[src/hw/rtl/seio_pkg.sv]
`default_nettype none
package seio_pkg;

  localparam int PROG_BITS = 16;
  localparam int ANG_W     = 15;
  localparam int DUR_W     = 16;
  localparam int ADV_W     = 8;
  localparam int PULSE_W   = 12;

  localparam int T_W    = PROG_BITS + 1;
  localparam int SPAN_W = ANG_W + 1;
  localparam int MUL_W  = (T_W + 1 > SPAN_W + 1) ? T_W + 1 : SPAN_W + 1;
  localparam int PROD_W = 2 * MUL_W;
  localparam int CNT_W  = $clog2(PROG_BITS + 1);

  localparam logic [T_W-1:0] T_ONE  = T_W'(1) << PROG_BITS;
  localparam logic [T_W-1:0] T_HALF = T_W'(1) << (PROG_BITS - 1);

  // floor(a/9) = floor((a + 9*1821) * ceil(2^19/9) / 2^19) - 1821
  localparam int             X_W        = ANG_W + 2;
  localparam logic [X_W-1:0] DIV9_OFS   = X_W'(16389);
  localparam logic [16:0]    DIV9_RECIP = 17'd58255;
  localparam int             DIV9_SHIFT = 19;
  localparam int             Q_W        = 13;
  localparam logic [Q_W:0]   PULSE_BIAS = (Q_W + 1)'(1821 - 1500);

  localparam int CFG_AW = 4;
  localparam int CFG_DW = 32;

  localparam logic [1:0] REG_START_ANGLE   = 2'd0;
  localparam logic [1:0] REG_END_ANGLE     = 2'd1;
  localparam logic [1:0] REG_MOVE_DURATION = 2'd2;

  localparam logic [ANG_W-1:0] START_RST = ANG_W'(0);
  localparam logic [ANG_W-1:0] END_RST   = ANG_W'(9000);
  localparam logic [DUR_W-1:0] DUR_RST   = DUR_W'(1000);

  typedef struct packed {
    logic signed [ANG_W-1:0] start_angle;
    logic signed [ANG_W-1:0] end_angle;
    logic [DUR_W-1:0]        move_duration;
  } seio_cfg_t;

  typedef enum logic [2:0] {
    ST_IDLE,
    ST_DIV,
    ST_SQ,
    ST_EASE,
    ST_SPAN,
    ST_ANG,
    ST_DIV9,
    ST_PULSE
  } seio_state_t;

endpackage
`default_nettype wire

[src/hw/rtl/seio_if.sv]
`default_nettype none
interface seio_in_if;
  logic                          valid;
  logic                          ready;
  logic                          restart;
  logic [seio_pkg::ADV_W-1:0]    advance_ms;
  modport source (output valid, output restart, output advance_ms, input ready);
  modport sink (input valid, input restart, input advance_ms, output ready);
endinterface

interface seio_out_if;
  logic                              valid;
  logic                              ready;
  logic [seio_pkg::PULSE_W-1:0]      pulse_us;
  logic signed [seio_pkg::ANG_W-1:0] angle_now;
  logic                              done_res;
  modport source (output valid, output pulse_us, output angle_now, output done_res,
                  input ready);
  modport sink (input valid, input pulse_us, input angle_now, input done_res,
                output ready);
endinterface
`default_nettype wire

[src/hw/rtl/servo_ease_in_out_profile.sv]
`default_nettype none
// One item at a time: a new item is accepted only when idle, after the previous
// result is in the output register, which may wait on out_if.ready. Work per item is
// the 16-step serial divider for progress plus the shared multiplier used three times.
// Reset (rst_n, synchronous, active low): elapsed time cleared, registers to defaults,
// sequencer idle, no result pending.
module servo_ease_in_out_profile (
  input  wire logic                           clk,
  input  wire logic                           rst_n,
  seio_in_if.sink                             in_if,
  seio_out_if.source                          out_if,
  input  wire logic                           cfg_psel,
  input  wire logic                           cfg_penable,
  input  wire logic                           cfg_pwrite,
  input  wire logic [seio_pkg::CFG_AW-1:0]    cfg_paddr,
  input  wire logic [seio_pkg::CFG_DW-1:0]    cfg_pwdata,
  output logic      [seio_pkg::CFG_DW-1:0]    cfg_prdata,
  output logic                                cfg_pready
);
  import seio_pkg::*;

  seio_cfg_t cfg;

  seio_state_t state_r, state_nxt;

  logic [DUR_W-1:0]        elapsed_r, elapsed_nxt;
  logic [T_W-1:0]          sq_r, sq_nxt;
  logic                    lower_r, lower_nxt;
  logic [T_W-1:0]          e_r, e_nxt;
  logic signed [ANG_W-1:0] angle_r, angle_nxt;
  logic                    done_r, done_nxt;

  logic                    out_valid_r, out_valid_nxt;
  logic [PULSE_W-1:0]      out_pulse_r, out_pulse_nxt;
  logic signed [ANG_W-1:0] out_angle_r, out_angle_nxt;
  logic                    out_done_r, out_done_nxt;

  logic                     accept;
  logic                     div_start;
  logic                     div_done;
  logic [T_W-1:0]           div_q;
  logic                     mul_en;
  logic signed [MUL_W-1:0]  mul_a, mul_b;
  logic signed [PROD_W-1:0] mul_p;

  logic [DUR_W:0]           sum;
  logic [DUR_W:0]           el_raw;
  logic [T_W-1:0]           t_c;
  logic [T_W-1:0]           sqr;
  logic [SPAN_W-1:0]        span;
  logic signed [PROD_W-1:0] shifted;
  logic [X_W-1:0]           x;
  logic [Q_W-1:0]           q9;
  logic [Q_W:0]             pulse_s;

  seio_cfg u_cfg (
    .clk     (clk),
    .rst_n   (rst_n),
    .psel    (cfg_psel),
    .penable (cfg_penable),
    .pwrite  (cfg_pwrite),
    .paddr   (cfg_paddr),
    .pwdata  (cfg_pwdata),
    .prdata  (cfg_prdata),
    .pready  (cfg_pready),
    .cfg     (cfg)
  );

  seio_div u_div (
    .clk      (clk),
    .rst_n    (rst_n),
    .start    (div_start),
    .dividend (elapsed_nxt),
    .divisor  (cfg.move_duration),
    .done     (div_done),
    .quotient (div_q)
  );

  seio_mul u_mul (
    .clk (clk),
    .en  (mul_en),
    .a   (mul_a),
    .b   (mul_b),
    .p   (mul_p)
  );

  assign in_if.ready      = state_r == ST_IDLE;
  assign accept           = in_if.valid && in_if.ready;
  assign div_start        = accept && cfg.move_duration != '0;
  assign out_if.valid     = out_valid_r;
  assign out_if.pulse_us  = out_pulse_r;
  assign out_if.angle_now = out_angle_r;
  assign out_if.done_res  = out_done_r;

  always_ff @(posedge clk) begin
    if (!rst_n) begin
      state_r     <= ST_IDLE;
      elapsed_r   <= '0;
      out_valid_r <= 1'b0;
    end else begin
      state_r     <= state_nxt;
      elapsed_r   <= elapsed_nxt;
      out_valid_r <= out_valid_nxt;
    end
  end

  always_ff @(posedge clk) begin
    sq_r        <= sq_nxt;
    lower_r     <= lower_nxt;
    e_r         <= e_nxt;
    angle_r     <= angle_nxt;
    done_r      <= done_nxt;
    out_pulse_r <= out_pulse_nxt;
    out_angle_r <= out_angle_nxt;
    out_done_r  <= out_done_nxt;
  end

  always_comb begin
    state_nxt     = state_r;
    elapsed_nxt   = elapsed_r;
    sq_nxt        = sq_r;
    lower_nxt     = lower_r;
    e_nxt         = e_r;
    angle_nxt     = angle_r;
    done_nxt      = done_r;
    out_valid_nxt = out_valid_r && !out_if.ready;
    out_pulse_nxt = out_pulse_r;
    out_angle_nxt = out_angle_r;
    out_done_nxt  = out_done_r;
    mul_en        = 1'b0;
    mul_a         = '0;
    mul_b         = '0;

    sum     = {1'b0, elapsed_r} + (DUR_W+1)'(in_if.advance_ms);
    el_raw  = in_if.restart ? '0 : sum;
    t_c     = (div_q > T_ONE) ? T_ONE : div_q;
    sqr     = mul_p[PROG_BITS-1 +: T_W];
    span    = {cfg.end_angle[ANG_W-1], cfg.end_angle}
            - {cfg.start_angle[ANG_W-1], cfg.start_angle};
    shifted = mul_p >>> PROG_BITS;
    x       = {{2{angle_r[ANG_W-1]}}, angle_r} + DIV9_OFS;
    q9      = mul_p[DIV9_SHIFT +: Q_W];
    pulse_s = {1'b0, q9} - PULSE_BIAS;

    case (state_r)
      ST_IDLE: begin
        if (accept) begin
          elapsed_nxt = (el_raw > {1'b0, cfg.move_duration}) ? cfg.move_duration
                                                             : el_raw[DUR_W-1:0];
          done_nxt    = elapsed_nxt >= cfg.move_duration;
          if (cfg.move_duration == '0) begin
            angle_nxt = cfg.end_angle;
            state_nxt = ST_DIV9;
          end else begin
            state_nxt = ST_DIV;
          end
        end
      end
      ST_DIV: begin
        if (div_done) begin
          lower_nxt = t_c < T_HALF;
          sq_nxt    = (t_c < T_HALF) ? t_c : T_ONE - t_c;
          state_nxt = ST_SQ;
        end
      end
      ST_SQ: begin
        mul_en    = 1'b1;
        mul_a     = MUL_W'(sq_r);
        mul_b     = MUL_W'(sq_r);
        state_nxt = ST_EASE;
      end
      ST_EASE: begin
        e_nxt     = lower_r ? sqr : T_ONE - sqr;
        state_nxt = ST_SPAN;
      end
      ST_SPAN: begin
        mul_en    = 1'b1;
        mul_a     = MUL_W'(signed'(span));
        mul_b     = MUL_W'(e_r);
        state_nxt = ST_ANG;
      end
      ST_ANG: begin
        angle_nxt = cfg.start_angle + shifted[ANG_W-1:0];
        state_nxt = ST_DIV9;
      end
      ST_DIV9: begin
        mul_en    = 1'b1;
        mul_a     = MUL_W'(x);
        mul_b     = MUL_W'(DIV9_RECIP);
        state_nxt = ST_PULSE;
      end
      ST_PULSE: begin
        if (!out_valid_r || out_if.ready) begin
          out_valid_nxt = 1'b1;
          out_pulse_nxt = pulse_s[Q_W] ? '0 : pulse_s[PULSE_W-1:0];
          out_angle_nxt = angle_r;
          out_done_nxt  = done_r;
          state_nxt     = ST_IDLE;
        end
      end
      default: state_nxt = ST_IDLE;
    endcase
  end

endmodule
`default_nettype wire

[src/hw/rtl/seio_cfg.sv]
`default_nettype none
module seio_cfg (
  input  wire logic                           clk,
  input  wire logic                           rst_n,
  input  wire logic                           psel,
  input  wire logic                           penable,
  input  wire logic                           pwrite,
  input  wire logic [seio_pkg::CFG_AW-1:0]    paddr,
  input  wire logic [seio_pkg::CFG_DW-1:0]    pwdata,
  output logic      [seio_pkg::CFG_DW-1:0]    prdata,
  output logic                                pready,
  output seio_pkg::seio_cfg_t                 cfg
);
  import seio_pkg::*;

  seio_cfg_t  cfg_r;
  logic [1:0] idx;
  logic       wr;

  assign idx    = paddr[3:2];
  assign wr     = psel && penable && pwrite;
  assign pready = 1'b1;
  assign cfg    = cfg_r;

  always_ff @(posedge clk) begin
    if (!rst_n) begin
      cfg_r.start_angle   <= START_RST;
      cfg_r.end_angle     <= END_RST;
      cfg_r.move_duration <= DUR_RST;
    end else if (wr) begin
      case (idx)
        REG_START_ANGLE:   cfg_r.start_angle   <= pwdata[ANG_W-1:0];
        REG_END_ANGLE:     cfg_r.end_angle     <= pwdata[ANG_W-1:0];
        REG_MOVE_DURATION: cfg_r.move_duration <= pwdata[DUR_W-1:0];
        default: ;
      endcase
    end
  end

  always_comb begin
    case (idx)
      REG_START_ANGLE:   prdata = CFG_DW'(cfg_r.start_angle);
      REG_END_ANGLE:     prdata = CFG_DW'(cfg_r.end_angle);
      REG_MOVE_DURATION: prdata = CFG_DW'(cfg_r.move_duration);
      default:           prdata = '0;
    endcase
  end

endmodule
`default_nettype wire

[src/hw/rtl/seio_div.sv]
`default_nettype none
module seio_div (
  input  wire logic                         clk,
  input  wire logic                         rst_n,
  input  wire logic                         start,
  input  wire logic [seio_pkg::DUR_W-1:0]   dividend,
  input  wire logic [seio_pkg::DUR_W-1:0]   divisor,
  output logic                              done,
  output logic [seio_pkg::T_W-1:0]          quotient
);
  import seio_pkg::*;

  // restoring division of dividend * 2^PROG_BITS by divisor, dividend <= divisor
  logic             busy_r;
  logic [CNT_W-1:0] cnt_r;
  logic [DUR_W-1:0] rem_r;
  logic [T_W-1:0]   q_r;

  logic             first;
  logic [DUR_W-1:0] rem_first;
  logic [DUR_W:0]   r2;
  logic             ge;
  logic [DUR_W:0]   r2_sub;

  always_comb begin
    first     = dividend >= divisor;
    rem_first = first ? dividend - divisor : dividend;
    r2        = {rem_r, 1'b0};
    ge        = r2 >= {1'b0, divisor};
    r2_sub    = r2 - {1'b0, divisor};
  end

  always_ff @(posedge clk) begin
    if (!rst_n) begin
      busy_r <= 1'b0;
      cnt_r  <= '0;
    end else if (start) begin
      busy_r <= 1'b1;
      cnt_r  <= CNT_W'(PROG_BITS);
    end else if (busy_r && cnt_r != '0) begin
      cnt_r  <= cnt_r - CNT_W'(1);
    end else begin
      busy_r <= 1'b0;
    end
  end

  always_ff @(posedge clk) begin
    if (start) begin
      rem_r <= rem_first;
      q_r   <= {{(T_W-1){1'b0}}, first};
    end else if (busy_r && cnt_r != '0) begin
      rem_r <= ge ? r2_sub[DUR_W-1:0] : r2[DUR_W-1:0];
      q_r   <= {q_r[T_W-2:0], ge};
    end
  end

  assign done     = busy_r && cnt_r == '0;
  assign quotient = q_r;

endmodule
`default_nettype wire

[src/hw/rtl/seio_mul.sv]
`default_nettype none
module seio_mul (
  input  wire logic                                clk,
  input  wire logic                                en,
  input  wire logic signed [seio_pkg::MUL_W-1:0]   a,
  input  wire logic signed [seio_pkg::MUL_W-1:0]   b,
  output logic signed [seio_pkg::PROD_W-1:0]       p
);
  import seio_pkg::*;

  logic signed [PROD_W-1:0] p_r;

  always_ff @(posedge clk) begin
    if (en) begin
      p_r <= a * b;
    end
  end

  assign p = p_r;

endmodule
`default_nettype wire

[src/flat_wrapper.sv]
// flat-port wrapper written by rule: the top's interface ports become plain ports
module servo_ease_in_out_profile_flat import seio_pkg::*;
  (clk, rst_n, cfg_psel, cfg_penable, cfg_pwrite, cfg_paddr, cfg_pwdata, cfg_prdata, cfg_pready, in_if_valid, in_if_restart, in_if_advance_ms, in_if_ready, out_if_valid, out_if_pulse_us, out_if_angle_now, out_if_done_res, out_if_ready);
  seio_in_if in_if_i ();
  seio_out_if out_if_i ();
  input  wire logic clk;
  input  wire logic rst_n;
  input  wire logic cfg_psel;
  input  wire logic cfg_penable;
  input  wire logic cfg_pwrite;
  input  wire logic [seio_pkg::CFG_AW-1:0] cfg_paddr;
  input  wire logic [seio_pkg::CFG_DW-1:0] cfg_pwdata;
  output logic      [seio_pkg::CFG_DW-1:0] cfg_prdata;
  output logic cfg_pready;
  input wire logic [$bits(in_if_i.valid)-1:0] in_if_valid;
  input wire logic [$bits(in_if_i.restart)-1:0] in_if_restart;
  input wire logic [$bits(in_if_i.advance_ms)-1:0] in_if_advance_ms;
  output wire logic [$bits(in_if_i.ready)-1:0] in_if_ready;
  output wire logic [$bits(out_if_i.valid)-1:0] out_if_valid;
  output wire logic [$bits(out_if_i.pulse_us)-1:0] out_if_pulse_us;
  output wire logic [$bits(out_if_i.angle_now)-1:0] out_if_angle_now;
  output wire logic [$bits(out_if_i.done_res)-1:0] out_if_done_res;
  input wire logic [$bits(out_if_i.ready)-1:0] out_if_ready;
  assign in_if_i.valid = in_if_valid;
  assign in_if_i.restart = in_if_restart;
  assign in_if_i.advance_ms = in_if_advance_ms;
  assign in_if_ready = in_if_i.ready;
  assign out_if_valid = out_if_i.valid;
  assign out_if_pulse_us = out_if_i.pulse_us;
  assign out_if_angle_now = out_if_i.angle_now;
  assign out_if_done_res = out_if_i.done_res;
  assign out_if_i.ready = out_if_ready;
  servo_ease_in_out_profile u_core (.clk(clk), .rst_n(rst_n), .in_if(in_if_i), .out_if(out_if_i), .cfg_psel(cfg_psel), .cfg_penable(cfg_penable), .cfg_pwrite(cfg_pwrite), .cfg_paddr(cfg_paddr), .cfg_pwdata(cfg_pwdata), .cfg_prdata(cfg_prdata), .cfg_pready(cfg_pready));
endmodule
[config.mk]
export PLATFORM = sky130hd
export DESIGN_NAME = servo_ease_in_out_profile_flat
export DESIGN_NICKNAME = d
export VERILOG_FILES = /design/src/hw/rtl/seio_pkg.sv /design/src/hw/rtl/seio_if.sv /design/src/hw/rtl/servo_ease_in_out_profile.sv /design/src/hw/rtl/seio_cfg.sv /design/src/hw/rtl/seio_div.sv /design/src/hw/rtl/seio_mul.sv /design/src/flat_wrapper.sv
export SDC_FILE = /design/constraint.sdc
export NUM_CORES = 1
export LEC_CHECK = 0
export BUFFER_PORTS_ARGS = -buffer_cell sky130_fd_sc_hd__clkbuf_2
export CAP_MARGIN = 25
export CORE_UTILIZATION = 50
export DETAILED_ROUTE_END_ITERATION = 7
export PLACE_DENSITY = 0.77
export SKIP_CTS_REPAIR_TIMING = 1
export SYNTH_ARGS = -nofsm -noshare
export SYNTH_HDL_FRONTEND = slang
export SYNTH_HIERARCHICAL = 1
export SYNTH_SLANG_ARGS = --single-unit
export TNS_END_PERCENT = 10
[constraint.sdc]
create_clock -name clk -period 9.6 [get_ports clk]
set_input_delay 1.44 -clock clk [delete_from_list [all_inputs] [get_ports clk]]
set_output_delay 1.44 -clock clk [all_outputs]
set_load 0.02 [all_outputs]
==> impl_metrics.yaml <==
clock_tree:
  clockBufferDepth: 3
  cts_buffers: 23
  h-tree-depth: 1
  clk_pin_slew_ns: 0.06
  cts_tree: "yes"
  clk_latency_ns: 0.52
  cts_sinks: 201
  root_buffer: "clkbuf_16"
detailed_routing:
  firstDrtPassIters: 6
  drc: 0
  final_antenna_net_count: 0
  routed_wl_um: 64400
  viasPerCell: 5.59
  drt_first_iter_violations: 1625
  wire_per_inst_um: 17.7
  vias: 20400
final_layout:
  drive_gt1_share_pct: 8.41
  fin_nets: 3516
  fill_cells: 4525
  syn_to_final_growth_pct: 7.86
  antenna_cells: 0
  final_cell_count_no_fill: 3646
critical_path:
  worstPathArrival_ns: 9.11
  critical_path_class: "register to register"
  r2r_cells: 29
  crit-reg2reg-launch: "u_core/u_cfg/cfg[31]"
  cp.required_ns: 9.87
  path_max_fanout: 7
  slowest_stage: "o221ai_1"
  startpoint_type: "register"
  max_stage_delay_ns: 0.77
  crit_top_cell: "fa_1"
  r2r-end: "u_core/u_mul/p[27]"
  reg2reg_slack_ns: 0.76
  end_kind: "register"
pwr:
  p_leak_uw: 0.0130
  powerDensity_nw_per_um2: 239
  ir_drop_mv: 0.215
floorplan:
  fp.dieH_um: 229
  io_pins: 115
  initial_utilization_pct: 51.0
  die_x_um: 229
  die_area_um2: 52400
  core_um2: 50500
  num_rows: 82
min_path:
  worst_hold_path.endpoint: "u_core/out_if.done_res"
  holdPathStages: 0
  min-delay-start: "u_core/done_r"
  hp-class: "register to register"
sta:
  fin_skew_ns: 0.00772
  final-setup-viol-count: 0
  finalCritPeriodShare_pct: 92.1
  fmax_mhz: 113
  slew_headroom_pct: 27.1
  grt_setup_unrepaired: "no"
  tightest_slew_ns: 1.09
  finalCriticalPeriod_ns: 8.84
  tns_ns: 0
  slew_violations: 0
  hold_viol: 0
placement:
  dp.cells: 3604
  gp_congestion: 0.926
  port_buffers: 95
  hpwl_um: 50200
global_routing:
  grt_max_degree: 91
  antenna_found_initial: 1
  grt_overflow: 0
  grt_pass1_wl_um: 106000
  grt_pass1_vias: 20400
  grt_usage_pct: 25.1
logic_synthesis:
  synth.avg_cell_area_um2: 8.87
  synth_area_um2: 25800
  synthCells: 2905
  ys_warn_count: 6
run:
  max_cap_violations: 0
outcome:
  status: "completed"
[metrics by stage]
stage	utilization, %	hold slack, ns	total power, µW	area, µm²	setup WS (ns)
floorplan	-	0.400	4530	25800	1.68
global placement	53.3	0.408	5540	26900	0.970
detailed placement	53.4	0.410	5620	26900	0.932
CTS	55.0	0.425	6630	27800	0.885
global route	55.0	0.435	7220	27800	0.320
finish	55.0	0.426	6650	27800	0.759
[flip-flops by register name, summed over array words and instances (netlist names), 3 cells and up]
register	flops
u_core/u_cfg/cfg	46
u_core/e_r	17
u_core/sq_r	17
u_core/u_div/quotient	17
u_core/u_mul/p	17
u_core/elapsed_r	16
u_core/u_div/rem_r	16
u_core/angle_r	15
u_core/out_if.angle_now	15
u_core/out_if.pulse_us	12
u_core/u_div/cnt_r	5
u_core/state_r	3
[placed cells by master (no fill, tap or decap), types with 15 or more instances in the layout]
| master | count |
|---|---|
| nor2b_1 | 50 |
| edfxtp_1 | 113 |
| a21oi_1 | 166 |
| dfxtp_1 | 88 |
| inv_1 | 472 |
| o21ai_0 | 106 |
| o21a_1 | 20 |
| a211oi_1 | 29 |
| nand2_1 | 357 |
| and2_1 | 168 |
| buf_4 | 56 |
| a21o_1 | 33 |
| nor3_1 | 32 |
| clkbuf_16 | 29 |
| mux2i_1 | 85 |
| xnor2_1 | 51 |
| clkbuf_2 | 95 |
| fa_1 | 311 |
| nand3_1 | 33 |
| xor2_1 | 49 |
| nor2_1 | 137 |
| nand4_1 | 15 |
| ha_1 | 196 |
| nand2b_1 | 25 |
[metal layers]
metal,track usage [%],part of all wire [%]
met3,3.22,6.6
met4,6.23,2.2
met5,0,0
met2,42.1,49
met1,34.2,43
[report_power, final]
group	total [µW]	switching, µW	leakage (µW)	internal (µW)
logic	4280	2640	0.0109	1640
registers	1410	214	0.00175	1200
clock network	966	380	0.000420	586
[worst max-delay path: cells and delay by family, from the launching register on]
kind,cells,cell delay (ns)
AO/OA/AOI/OAI,9,2.65
adder cells (fa/ha/maj),9,4.18
flip-flops,1,0.39
AND/OR/NAND/NOR,4,0.56
XOR/XNOR,2,0.30
buffers and inverters,5,0.50
[layout make-up]
cell class | instances | area [µm²] | share of cell area [%]
clock buffers | 34 | 764 | 2.75
clock inverters | 8 | 85.1 | 0.306
inverters | 473 | 1780 | 6.39
multi-input cells | 2107 | 18300 | 65.7
flip-flops and latches | 201 | 5150 | 18.6
well taps | 672 | 841 | 3.03
repair buffers | 151 | 896 | 3.22
[how the worst max path moves through the flow]
stage / startpoint / to / slack [ns] / cells past startpoint
finish: u_core/u_cfg/cfg[31] / u_core/u_mul/p[27] / 0.76 / 29
global route: u_core/u_cfg/cfg[32] / u_core/u_mul/p[31] / 0.32 / 32
CTS: u_core/u_cfg/cfg[16] / u_core/u_mul/p[30] / 0.88 / 30
detailed placement: u_core/u_cfg/cfg[16] / u_core/u_mul/p[30] / 0.93 / 29
global placement: u_core/u_cfg/cfg[31] / u_core/u_mul/p[30] / 0.97 / 28
floorplan: u_core/u_cfg/cfg[31] / u_core/u_mul/p[20] / 1.68 / 30
Note: power is estimated with default switching activity, not from simulation.
